===== src/rtl/iir_direct_form2_filter_top_assert.svh =====
// Assertion macros for the IIR filter; clock clk_i, reset rst_ni.
`ifndef IIR_DIRECT_FORM2_FILTER_TOP_ASSERT_SVH
`define IIR_DIRECT_FORM2_FILTER_TOP_ASSERT_SVH

// Checked only while out of reset.
`define IIRDF2_ASSERT(lbl, prop, msg) \
  lbl: assert property (@(posedge clk_i) disable iff (!rst_ni) prop) \
    else $error(msg);

// Checked on every edge, also during reset.
`define IIRDF2_ASSERT_ALWAYS(lbl, prop, msg) \
  lbl: assert property (@(posedge clk_i) prop) \
    else $error(msg);

`endif


===== src/rtl/iirdf2_pkg.sv =====
`default_nettype none

package iirdf2_pkg;

  localparam int unsigned SAMPLE_BITS_DEF    = 24;
  localparam int unsigned COEF_FRAC_BITS_DEF = 16;

  localparam int unsigned COEF_W     = 20;
  localparam int unsigned DELAY_W    = 32;
  localparam int unsigned ORDER_W    = 2;
  localparam int unsigned CFG_IDX_W  = 4;
  localparam int unsigned CFG_DATA_W = 20;
  localparam int unsigned COEF_SEL_W = 3;

  // Register indexes of the configuration channel
  localparam logic [CFG_IDX_W-1:0] REG_ORDER = 4'd0;
  localparam logic [CFG_IDX_W-1:0] REG_A1    = 4'd1;
  localparam logic [CFG_IDX_W-1:0] REG_A2    = 4'd2;
  localparam logic [CFG_IDX_W-1:0] REG_A3    = 4'd3;
  localparam logic [CFG_IDX_W-1:0] REG_B0    = 4'd4;
  localparam logic [CFG_IDX_W-1:0] REG_B1    = 4'd5;
  localparam logic [CFG_IDX_W-1:0] REG_B2    = 4'd6;
  localparam logic [CFG_IDX_W-1:0] REG_B3    = 4'd7;

  localparam logic [ORDER_W-1:0]       ORDER_RESET = 2'd2;
  localparam logic signed [COEF_W-1:0] COEF_ONE    = 20'sd65536;

  typedef enum logic [2:0] {
    ACC_HOLD,
    ACC_LOAD_X,
    ACC_CLEAR,
    ACC_SUB,
    ACC_ADD
  } acc_op_e;

  typedef enum logic [1:0] {
    DAT_W1,
    DAT_W2,
    DAT_W3,
    DAT_V
  } dat_sel_e;

  typedef enum logic [1:0] {
    OUT_NONE,
    OUT_Y,
    OUT_X
  } out_src_e;

  typedef enum logic [1:0] {
    FLOW_NEXT,
    FLOW_JMP_ORD0,
    FLOW_DONE
  } flow_e;

  typedef enum logic {
    ST_IDLE,
    ST_RUN
  } seq_state_e;

  localparam int unsigned PC_W     = 4;
  localparam int unsigned PROG_LEN = 11;

  localparam logic [PC_W-1:0] PC_START  = 4'd0;
  localparam logic [PC_W-1:0] PC_BYPASS = 4'd10;
  localparam logic [PC_W-1:0] PC_LAST   = 4'd10;

  typedef struct packed {
    acc_op_e                 acc_op;
    logic [ORDER_W-1:0]      need;     // lowest order at which the add/sub applies
    logic                    mul_en;
    logic [CFG_IDX_W-1:0]    coef;
    dat_sel_e                dat;
    logic                    sat_v;
    out_src_e                out_src;
    flow_e                   flow;
    logic [PC_W-1:0]         target;
  } ctl_word_t;

  // The add/sub of a step consumes the product started by the step before.
  localparam ctl_word_t PROG [PROG_LEN] = '{
    '{ACC_LOAD_X, 2'd0, 1'b1, REG_A1,    DAT_W1, 1'b0, OUT_NONE, FLOW_JMP_ORD0, PC_BYPASS},
    '{ACC_SUB,    2'd1, 1'b1, REG_A2,    DAT_W2, 1'b0, OUT_NONE, FLOW_NEXT,     PC_START},
    '{ACC_SUB,    2'd2, 1'b1, REG_A3,    DAT_W3, 1'b0, OUT_NONE, FLOW_NEXT,     PC_START},
    '{ACC_SUB,    2'd3, 1'b0, REG_ORDER, DAT_W1, 1'b0, OUT_NONE, FLOW_NEXT,     PC_START},
    '{ACC_CLEAR,  2'd0, 1'b1, REG_B1,    DAT_W1, 1'b1, OUT_NONE, FLOW_NEXT,     PC_START},
    '{ACC_ADD,    2'd1, 1'b1, REG_B0,    DAT_V,  1'b0, OUT_NONE, FLOW_NEXT,     PC_START},
    '{ACC_ADD,    2'd0, 1'b1, REG_B2,    DAT_W2, 1'b0, OUT_NONE, FLOW_NEXT,     PC_START},
    '{ACC_ADD,    2'd2, 1'b1, REG_B3,    DAT_W3, 1'b0, OUT_NONE, FLOW_NEXT,     PC_START},
    '{ACC_ADD,    2'd3, 1'b0, REG_ORDER, DAT_W1, 1'b0, OUT_NONE, FLOW_NEXT,     PC_START},
    '{ACC_HOLD,   2'd0, 1'b0, REG_ORDER, DAT_W1, 1'b0, OUT_Y,    FLOW_DONE,     PC_START},
    '{ACC_HOLD,   2'd0, 1'b0, REG_ORDER, DAT_W1, 1'b0, OUT_X,    FLOW_DONE,     PC_START}
  };

endpackage

`default_nettype wire


===== src/rtl/iir_direct_form2_filter_top.sv =====
// A new sample is taken only once the last one is in the output register; bypass (order 0)
//   jumps from the first step to the final one. One shared multiplier steps through the
//   seven products under a microcode table.
// A full output register stalls the final step until the word is taken.
// Reset: order 2, b0 one, other coefficients and all delays zero, output empty.
`default_nettype none
`include "iir_direct_form2_filter_top_assert.svh"

module iir_direct_form2_filter_top #(
  parameter int unsigned SAMPLE_BITS    = iirdf2_pkg::SAMPLE_BITS_DEF,
  parameter int unsigned COEF_FRAC_BITS = iirdf2_pkg::COEF_FRAC_BITS_DEF
) (
  input  wire logic                                  clk_i,
  input  wire logic                                  rst_ni,
  // tdata: sample_in [SAMPLE_BITS-1:0], zero padded to whole bytes
  input  wire logic [((SAMPLE_BITS+7)/8)*8-1:0]      s_axis_tdata,
  input  wire logic                                  s_axis_tlast,   // block_end_in
  input  wire logic                                  s_axis_tvalid,
  output logic                                       s_axis_tready,
  // tdata: sample_out [SAMPLE_BITS-1:0], zero padded to whole bytes
  output logic [((SAMPLE_BITS+7)/8)*8-1:0]           m_axis_tdata,
  output logic                                       m_axis_tlast,   // block_end_out
  output logic                                       m_axis_tvalid,
  input  wire logic                                  m_axis_tready,
  input  wire logic                                  cfg_valid_i,
  output logic                                       cfg_ready_o,
  input  wire logic [iirdf2_pkg::CFG_IDX_W-1:0]      cfg_index_i,
  input  wire logic [iirdf2_pkg::CFG_DATA_W-1:0]     cfg_data_i
);
  import iirdf2_pkg::*;

  localparam int unsigned TDATA_W = ((SAMPLE_BITS + 7) / 8) * 8;
  localparam int unsigned MUL_W   = COEF_W + DELAY_W;
  localparam int unsigned PROD_W  = MUL_W - COEF_FRAC_BITS;
  localparam int unsigned MAX_A   = (PROD_W > SAMPLE_BITS) ? PROD_W : SAMPLE_BITS;
  localparam int unsigned ACC_W   = ((MAX_A > DELAY_W) ? MAX_A : DELAY_W) + 3;

  seq_state_e state_q, state_d;
  logic [PC_W-1:0] pc_q, pc_d;
  ctl_word_t ctl;

  logic [ORDER_W-1:0]       order_q;
  logic signed [COEF_W-1:0] coef_q [1:7];

  logic signed [SAMPLE_BITS-1:0] x_q;
  logic                          last_q;
  logic signed [DELAY_W-1:0]     w1_q, w2_q, w3_q, v_q;
  logic signed [PROD_W-1:0]      prod_q;
  logic signed [ACC_W-1:0]       acc_q, acc_d;

  logic signed [SAMPLE_BITS-1:0] out_sample_q;
  logic                          out_last_q, out_valid_q;

  logic                          in_acc, step_en, out_load, term_on;
  logic signed [COEF_W-1:0]      mul_coef;
  logic signed [DELAY_W-1:0]     mul_dat;
  logic signed [MUL_W-1:0]       mul_full;
  logic signed [DELAY_W-1:0]     v_sat;
  logic signed [SAMPLE_BITS-1:0] y_sat;
  logic [ACC_W-DELAY_W:0]        v_hi;
  logic [ACC_W-SAMPLE_BITS:0]    y_hi;

  assign ctl = PROG[pc_q];

  // ---------------- Configuration ----------------
  assign cfg_ready_o = 1'b1;

  always_ff @(posedge clk_i or negedge rst_ni) begin
    if (!rst_ni) begin
      order_q          <= ORDER_RESET;
      coef_q[REG_A1[COEF_SEL_W-1:0]] <= '0;
      coef_q[REG_A2[COEF_SEL_W-1:0]] <= '0;
      coef_q[REG_A3[COEF_SEL_W-1:0]] <= '0;
      coef_q[REG_B0[COEF_SEL_W-1:0]] <= COEF_ONE;
      coef_q[REG_B1[COEF_SEL_W-1:0]] <= '0;
      coef_q[REG_B2[COEF_SEL_W-1:0]] <= '0;
      coef_q[REG_B3[COEF_SEL_W-1:0]] <= '0;
    end else if (cfg_valid_i) begin
      priority if (cfg_index_i == REG_ORDER) begin
        order_q <= cfg_data_i[ORDER_W-1:0];
      end else if (cfg_index_i <= REG_B3) begin
        coef_q[cfg_index_i[COEF_SEL_W-1:0]] <= $signed(cfg_data_i[COEF_W-1:0]);
      end else begin
        // drop writes beyond the register list
      end
    end
  end

  // ---------------- Sequencer ----------------
  always_comb begin
    state_d = state_q;
    unique case (state_q)
      ST_IDLE: if (in_acc) state_d = ST_RUN;
      ST_RUN:  if (out_load) state_d = ST_IDLE;
      default: state_d = ST_IDLE;
    endcase
  end

  always_comb begin
    s_axis_tready = (state_q == ST_IDLE);
    in_acc        = s_axis_tvalid && s_axis_tready;
    // hold the final step while the output register is still full
    step_en       = (state_q == ST_RUN) &&
                    !(ctl.flow == FLOW_DONE && out_valid_q && !m_axis_tready);
    out_load      = step_en && (ctl.flow == FLOW_DONE);
    term_on       = (ctl.need <= order_q);
    pc_d          = pc_q;
    if (in_acc) begin
      pc_d = PC_START;
    end else if (step_en) begin
      if (ctl.flow == FLOW_JMP_ORD0 && order_q == '0) begin
        pc_d = ctl.target;
      end else if (ctl.flow != FLOW_DONE) begin
        pc_d = pc_q + 1'b1;
      end
    end
  end

  always_ff @(posedge clk_i or negedge rst_ni) begin
    if (!rst_ni) begin
      state_q <= ST_IDLE;
      pc_q    <= PC_START;
    end else begin
      state_q <= state_d;
      pc_q    <= pc_d;
    end
  end

  // ---------------- Datapath ----------------
  always_comb begin
    mul_coef = coef_q[ctl.coef[COEF_SEL_W-1:0]];
    unique case (ctl.dat)
      DAT_W1:  mul_dat = w1_q;
      DAT_W2:  mul_dat = w2_q;
      DAT_W3:  mul_dat = w3_q;
      DAT_V:   mul_dat = v_q;
      default: mul_dat = w1_q;
    endcase
    mul_full = MUL_W'(mul_coef) * MUL_W'(mul_dat);
  end

  always_comb begin
    acc_d = acc_q;
    unique case (ctl.acc_op)
      ACC_HOLD:   acc_d = acc_q;
      ACC_LOAD_X: acc_d = ACC_W'(x_q);
      ACC_CLEAR:  acc_d = '0;
      ACC_SUB:    if (term_on) acc_d = acc_q - ACC_W'(prod_q);
      ACC_ADD:    if (term_on) acc_d = acc_q + ACC_W'(prod_q);
      default:    acc_d = acc_q;
    endcase
  end

  // saturate: in range when all bits above the target sign bit match it
  always_comb begin
    v_hi = acc_q[ACC_W-1:DELAY_W-1];
    if (&v_hi || ~|v_hi) begin
      v_sat = acc_q[DELAY_W-1:0];
    end else begin
      v_sat = {acc_q[ACC_W-1], {(DELAY_W-1){~acc_q[ACC_W-1]}}};
    end
    y_hi = acc_q[ACC_W-1:SAMPLE_BITS-1];
    if (&y_hi || ~|y_hi) begin
      y_sat = acc_q[SAMPLE_BITS-1:0];
    end else begin
      y_sat = {acc_q[ACC_W-1], {(SAMPLE_BITS-1){~acc_q[ACC_W-1]}}};
    end
  end

  always_ff @(posedge clk_i) begin
    if (in_acc) begin
      x_q    <= $signed(s_axis_tdata[SAMPLE_BITS-1:0]);
      last_q <= s_axis_tlast;
    end
    if (step_en) begin
      acc_q <= acc_d;
      if (ctl.mul_en) prod_q <= mul_full[MUL_W-1:COEF_FRAC_BITS];
      if (ctl.sat_v)  v_q    <= v_sat;
    end
  end

  // advance the delay line only on a filtered sample, and only the taps in use
  always_ff @(posedge clk_i or negedge rst_ni) begin
    if (!rst_ni) begin
      w1_q <= '0;
      w2_q <= '0;
      w3_q <= '0;
    end else if (out_load && ctl.out_src == OUT_Y) begin
      w1_q <= v_q;
      if (order_q >= 2'd2) w2_q <= w1_q;
      if (order_q == 2'd3) w3_q <= w2_q;
    end
  end

  // ---------------- Output register ----------------
  always_ff @(posedge clk_i or negedge rst_ni) begin
    if (!rst_ni) begin
      out_valid_q <= 1'b0;
    end else if (out_load) begin
      out_valid_q <= 1'b1;
    end else if (m_axis_tready) begin
      out_valid_q <= 1'b0;
    end
  end

  always_ff @(posedge clk_i) begin
    if (out_load) begin
      out_sample_q <= (ctl.out_src == OUT_X) ? x_q : y_sat;
      out_last_q   <= last_q;
    end
  end

  assign m_axis_tvalid = out_valid_q;
  assign m_axis_tlast  = out_last_q;
  assign m_axis_tdata  = TDATA_W'($unsigned(out_sample_q));

  // ---------------- Assertions ----------------
  `IIRDF2_ASSERT(a_start_at_zero, (s_axis_tvalid && s_axis_tready) |=> (state_q == ST_RUN && pc_q == PC_START), "sequencer did not start at step zero")
  `IIRDF2_ASSERT(a_pc_in_program, (state_q == ST_RUN) |-> (pc_q <= PC_LAST), "step counter left the program")
  `IIRDF2_ASSERT_ALWAYS(a_no_overwrite, out_load |-> (!out_valid_q || m_axis_tready), "output word overwritten")
  `IIRDF2_ASSERT(a_bypass_keeps_delay, (state_q == ST_RUN && order_q == '0) |=> ($stable(w1_q) && $stable(w2_q) && $stable(w3_q)), "bypass changed the delay line")

endmodule

`default_nettype wire

===== config.mk =====
export PLATFORM = sky130hd
export DESIGN_NAME = iir_direct_form2_filter_top
export DESIGN_NICKNAME = d
export VERILOG_FILES = /design/src/rtl/iirdf2_pkg.sv /design/src/rtl/iir_direct_form2_filter_top.sv
export VERILOG_INCLUDE_DIRS = /design/src /design/src/rtl
export SDC_FILE = /design/constraint.sdc
export NUM_CORES = 2
export LEC_CHECK = 0
export ABC_CLOCK_PERIOD_IN_PS = 14530
export BUFFER_PORTS_ARGS = -buffer_cell sky130_fd_sc_hd__buf_2
export CAP_MARGIN = 20
export CORE_ASPECT_RATIO = 1.75
export CORE_UTILIZATION = 52
export DETAILED_ROUTE_END_ITERATION = 10
export PLACE_DENSITY = 0.68
export SKIP_CTS_REPAIR_TIMING = 1
export SLEW_MARGIN = 20
export SYNTH_ARGS = -nofsm -noshare
export SYNTH_HDL_FRONTEND = slang
export SYNTH_SLANG_ARGS = --single-unit

===== constraint.sdc =====
create_clock -name clk_i -period 14.53 [get_ports clk_i]
set_input_delay 0.7265 -clock clk_i [delete_from_list [all_inputs] [get_ports clk_i]]
set_output_delay 0.7265 -clock clk_i [all_outputs]
set_load 0.01 [all_outputs]

[Word level (Yosys, flattened, before mapping)]
Memories as Yosys holds them, arrays and structs flattened.
Index checks and enable logic that the tools add are counted.
Word-level totals
  ROM bits: 336
  input bits: 54
  logic and storage cells: 111
  register bits after elaboration: 401
  memories kept: 1
  output and inout bits: 28
Memory list
  (name not given): words 16, width 21, rd ports 1, clocked after Yosys merged registers in 0, wr ports 0, line iir_direct_form2_filter_top.sv:63  | assign ctl = PROG[pc_q];
Operators by class
  bitwise gates (word level): 6
  multipliers: 1
  magnitude comparators: 7
  add/sub/neg operators: 3
  eq/ne operators: 15
  muxes and demuxes: 24
  reduce and logical (&&, ||, !) cells: 33
Operators by type and width (number)
  $pmux 39 s4: 1
  $bwmux 140: 1
  $pmux 32 s4: 1
  $mux 39: 2
  $bmux 20 s3: 1
  $demux 20 s3: 1
  $mux 20: 3
  $mul 20x32->52: 1
  $mux 24: 2
  $mux 21: 2
  $add 39x36->39: 1
  $sub 39x36->39: 1
  $mux 32: 1
  $mux 4: 4
  $reduce_and 16->1: 1
  $reduce_or 16->1: 1
  $reduce_and 2->1: 6
  $eq 2x2->1 const B: 5
  $ge 4x4->1 const B: 2
  $logic_and 1x1->1: 8
  $not 3->4: 2
  $reduce_and 8->1: 1
  $reduce_or 8->1: 1
  $eq 2x1->1 const B: 3
  other kinds (23): 37

[Longest topological paths before layout]
  depth in word-level cells: 12
  gate-level depth with buffers: 39
  depth with buffers taken out: 33

[Worst setup path after synthesis]
Ideal clock, no wire load.
  path kind: register to register
  start point: register pc_q[1]
  end point: register prod_q[32], data pin
  clock period less this slack: 9556 ps
  path slack: 4974 ps
  setup time: 258 ps
  required time: 14272 ps
  arrival: 9298 ps
  buffers on the path: 5
  stages on the path, launching flop included: 37
  cell sequence: dfrtp_1 clkbuf_1 inv_1 ha_1 clkbuf_1 mux2i_1 or2_1 clkbuf_1 buf_1 mux4_2 nor2_1 or2_2 clkbuf_1 nor2_1 fa_1 inv_1 fa_1 inv_1 fa_1 fa_1 fa_1 fa_1 inv_1 fa_1 inv_1 ha_1 a21o_1 o21bai_1 a21o_1 a21o_1 a21oi_1 o31ai_1 nor3b_1 o311ai_1 o21ai_1 a21oi_1 xnor2_1
On the way
  word-level cells in the longest chain between the ends: 9
  elaborated cells between the ends (all ways): 14
  classes of those cells: mul: 1; eq/ne: 3; mux: 6; bitwise: 2; reduce/logical: 1; memory: 1
Ends and longest elaborated chain
  start, declared: line iir_direct_form2_filter_top.sv:39  | logic [PC_W-1:0] pc_q, pc_d;
  start signal, assigned: line iir_direct_form2_filter_top.sv:125  | pc_q <= pc_d;
  $not 4->5 (not written as such) *: line iir_direct_form2_filter_top.sv:63
  $mem_v2 16x21 *
  $mux 21 (not written as such) * (2 in a row): line iir_direct_form2_filter_top.sv:63
  $not 3->4 (not written as such): line iir_direct_form2_filter_top.sv:131  | mul_coef = coef_q[ctl.coef[COEF_SEL_W-1:0]];
  $bmux 20 s3: line iir_direct_form2_filter_top.sv:131
  $mux 20 (not written as such) (2 in a row): line iir_direct_form2_filter_top.sv:131
  $mul 20x32->52 *: line iir_direct_form2_filter_top.sv:139  | mul_full = MUL_W'(mul_coef) * MUL_W'(mul_dat);
  net mul_full[48]: line iir_direct_form2_filter_top.sv:57  | logic signed [MUL_W-1:0] mul_full;
  end signal, assigned: line iir_direct_form2_filter_top.sv:177  | if (ctl.mul_en) prod_q <= mul_full[MUL_W-1:COEF_FRAC_BITS];
  end, declared: line iir_direct_form2_filter_top.sv:48  | logic signed [PROD_W-1:0] prod_q;
The timed path passes the listed nets; every way through them passes the cells marked *. The select of a mux whose other input is x is not followed.
A chain may end at the register's enable or synchronous reset.

[Worst setup path after layout]
  start point: register pc_q[1]
  end point: register prod_q[35], data pin
The elaborated chain is that of the path after synthesis.

==> summary.md <==
| Metric | Value |
|---|---|
| Peak fanout along the critical path | `38` |
| Total Nets Final | `5043` |
| DRT Wirelength | `122 mm` |
| Dominant synthesized flop cell | `sky130_fd_sc_hd__dfrtp_1` |
| Share of layout cells above drive strength 1 | `13.0%` |
| DIE WIDTH | `216 um` |
| Top cell family by delay on the critical path | `adder cells` |
| Sequential-to-total area share from yosys stat | `26.1%` |
| Result of the run | `complete, no violations` |
| Yosys top cell area share | `30.7%` |
| Mean instance size in the synthesized netlist | `9.92 sq um` |
| Layout overhead on the synthesized area | `7.12%` |
| DP Wirelength | `95.7 mm` |
| Routability congestion estimate from global placement | `0.978` |
| Setup TNS | `0 ns` |
| Via count of the first global-routing pass | `33000` |
| GRT overflow | `0` |
| Floorplan die area | `81000 sq um` |
| Number of register bits inferred by synthesis | `401` |
| I/O pin count | `82` |
| Number of enable flip-flop cells after synthesis | `157` |
| Global-route wire length before repair | `188 mm` |
| Net Count, Synth | `5046` |
| Total global-route track usage | `31.1%` |
| Transition at the pin with the smallest max-transition slack | `1.10 ns` |
| Chip height | `376 um` |
| Initial antenna violation count | `7` |
| Most frequent CP cell | `sky130_fd_sc_hd__fa_1` |
| Number of buffer cells added on primary ports | `80` |
| Count of clock tree sinks | `401` |
| Average routed wire per standard cell | `23.2 um` |
| Drc violations | `0` |
| Source-to-sink clock delay at the later pin of the worst-skew pair | `0.57 ns` |
| Required time worst endpoint | `14.82 ns` |
| Detailed-route via count | `30300` |
| Maximum clock rate | `94.5 MHz` |
| Origin of the worst setup path | `pc_q[1]` |
| R2r startpoint | `pc_q[1]` |
| Pin count of the biggest net entering global routing | `107` |
| Number of H-tree levels | `2` |
| Final Critical Period | `10.58 ns` |
| TritonCTS clock tree | `built` |
| Total count of hold-check failures in the final report | `0` |
| Detailed router's first-iteration violation count | `1982` |
| Worst slew margin | `26.4%` |
| Cell accounting for the most synthesized area | `sky130_fd_sc_hd__fa_1` |
| Setup Crit Path Kind | `flip-flop to flip-flop` |
| Most used standard cell by instance count after synthesis | `sky130_fd_sc_hd__inv_1` |
| Unrepaired setup endpoints after global routing | `false` |
| Post-synthesis instance total | `4182` |
| Clock root buffer | `sky130_fd_sc_hd__clkbuf_16` |
| Slowest cell on the critical path | `sky130_fd_sc_hd__dfrtp_1` |
| Number of rows in the core area | `136` |
| Crit path arrival time | `10.87 ns` |
| Starting density of the core | `52.7%` |
| Max_cap viols | `0` |
| Antenna Nets Post-Route | `0` |
| Core area | `78800 sq um` |
| CTS buffer count | `37` |
| Count of TritonRoute iterations in the first routing pass | `6` |
| Final setup skew | `0.0251 ns` |
| Count of final max-slew check failures | `0` |
| Clock transition at the registers of the reported paths | `0.07 ns` |
| Final Cycle Share | `72.8%` |
| Number of synthesis warnings | `0` |
| Setup violations, final | `0` |
| Delay of the slowest cell on the worst path | `0.58 ns` |
| Sort of element at the start of the critical path | `flip-flop` |
| Total buffers and inverters traversed by the critical path | `6` |
| Tightest Hold Check Type | `primary input to async pin` |
| Synthesized cell area | `41500 sq um` |
| Critical Path Sink Type | `flip-flop` |
| Via-to-Cell Ratio | `5.78` |
| Distinct cells, synth | `70` |
| Dominant cells by area after synthesis | `sky130_fd_sc_hd__fa_1 (31%), sky130_fd_sc_hd__dfrtp_1 (15%), sky130_fd_sc_hd__edfxtp_1 (11%)` |
| CTS max path bufs | `3` |
| Most instantiated cells after synthesis | `sky130_fd_sc_hd__inv_1 (707), sky130_fd_sc_hd__fa_1 (636), sky130_fd_sc_hd__nand2_1 (546)` |
| Final Util | `56.4%` |
| Fraction of registers with async set/reset | `60.8%` |
## metrics by stage
step                hold slack (ns)  setup WS, ns  instance area [sq um]  cells
finish                        0.124          3.95                  44500   5248
detailed placement            0.436          4.12                  43200   5175
floorplan                     0.400          4.97                  41500   4182
global placement              0.403          4.30                  43200   5174
global route                  0.215          3.56                  44500   5247
CTS                           0.234          4.03                  44400   5243
## worst reg2reg max path, delay by kind of cell, from the launching register on
kind	cells	cell delay (ns)
flip-flops	1	0.58
XOR/XNOR	1	0.12
multiplexers	2	0.81
buffers and inverters	6	1.32
AO/OA/AOI/OAI	9	2.42
adder cells (fa/ha/maj)	9	4.19
AND/OR/NAND/NOR	3	0.85
## registers in the layout (all words and copies together), names as in the netlist, 2 cells and up
signal,cells
v_q,32
w1_q,32
coef_q,140
pc_q,4
w2_q,32
prod_q,36
order_q,2
acc_q,39
x_q,24
w3_q,32
m_axis_tdata,24
## path summary, 6_finish.rpt
path                                end  slack [ns]  cells past startpoint
max                          prod_q[35]        3.95                     30
min                             state_q        0.12                      1
max reg2reg                  prod_q[35]        3.95                     30
min reg2reg                m_axis_tlast        0.45                      0
max in group asynchronous    coef_q[37]       12.11                      3
min in group clk_i               x_q[1]        0.33                      1
## kinds of logic (layout without fill, tap and decap cells)
kind of cell             after synthesis  count (layout)  synth area share [%]
AND/OR/NAND/NOR                     1184            1184                  11.8
buffers and inverters                906             932                  8.21
adder cells (fa/ha/maj)              810             810                  35.9
AO/OA/AOI/OAI                        484             484                  7.43
flip-flops                           401             401                  26.1
multiplexers                         280             280                  8.12
XOR/XNOR                             116             116                  2.45
other                                  1               6               0.00903
## area by class of cell
class	count	area [sq um]
fill	6859	34300
inverter	710	2670
timing repair buffer	154	963
sequential	401	10800
tap	1035	1290
multi-input combinational	2875	27500
clock buffer	51	1040
antenna	5	12.5
clock inverter	17	201
## layout by cell type (no fill, tap or decap), drive strengths merged, types with 98 or more instances in the layout
cell      n
inv     713
fa      636
nand2   547
nor2    441
mux2    255
dfrtp   242
ha      174
edfxtp  157
o21ai   155
buf     154
a21oi    98
## layer usage
metal  global-route usage (%)  vias to the layer above  share of wire [%]
li1                         -                    13200                  -
met5                        0                        -              0.025
met3                     3.57                      503                4.9
met1                     31.5                    15500                 32
met4                     27.0                        4                 10
met2                     56.2                     1131                 53
Power is left out: the tool's default activity adds up to more than one toggle a clock period on the data nets, which glitch-free logic cannot reach.
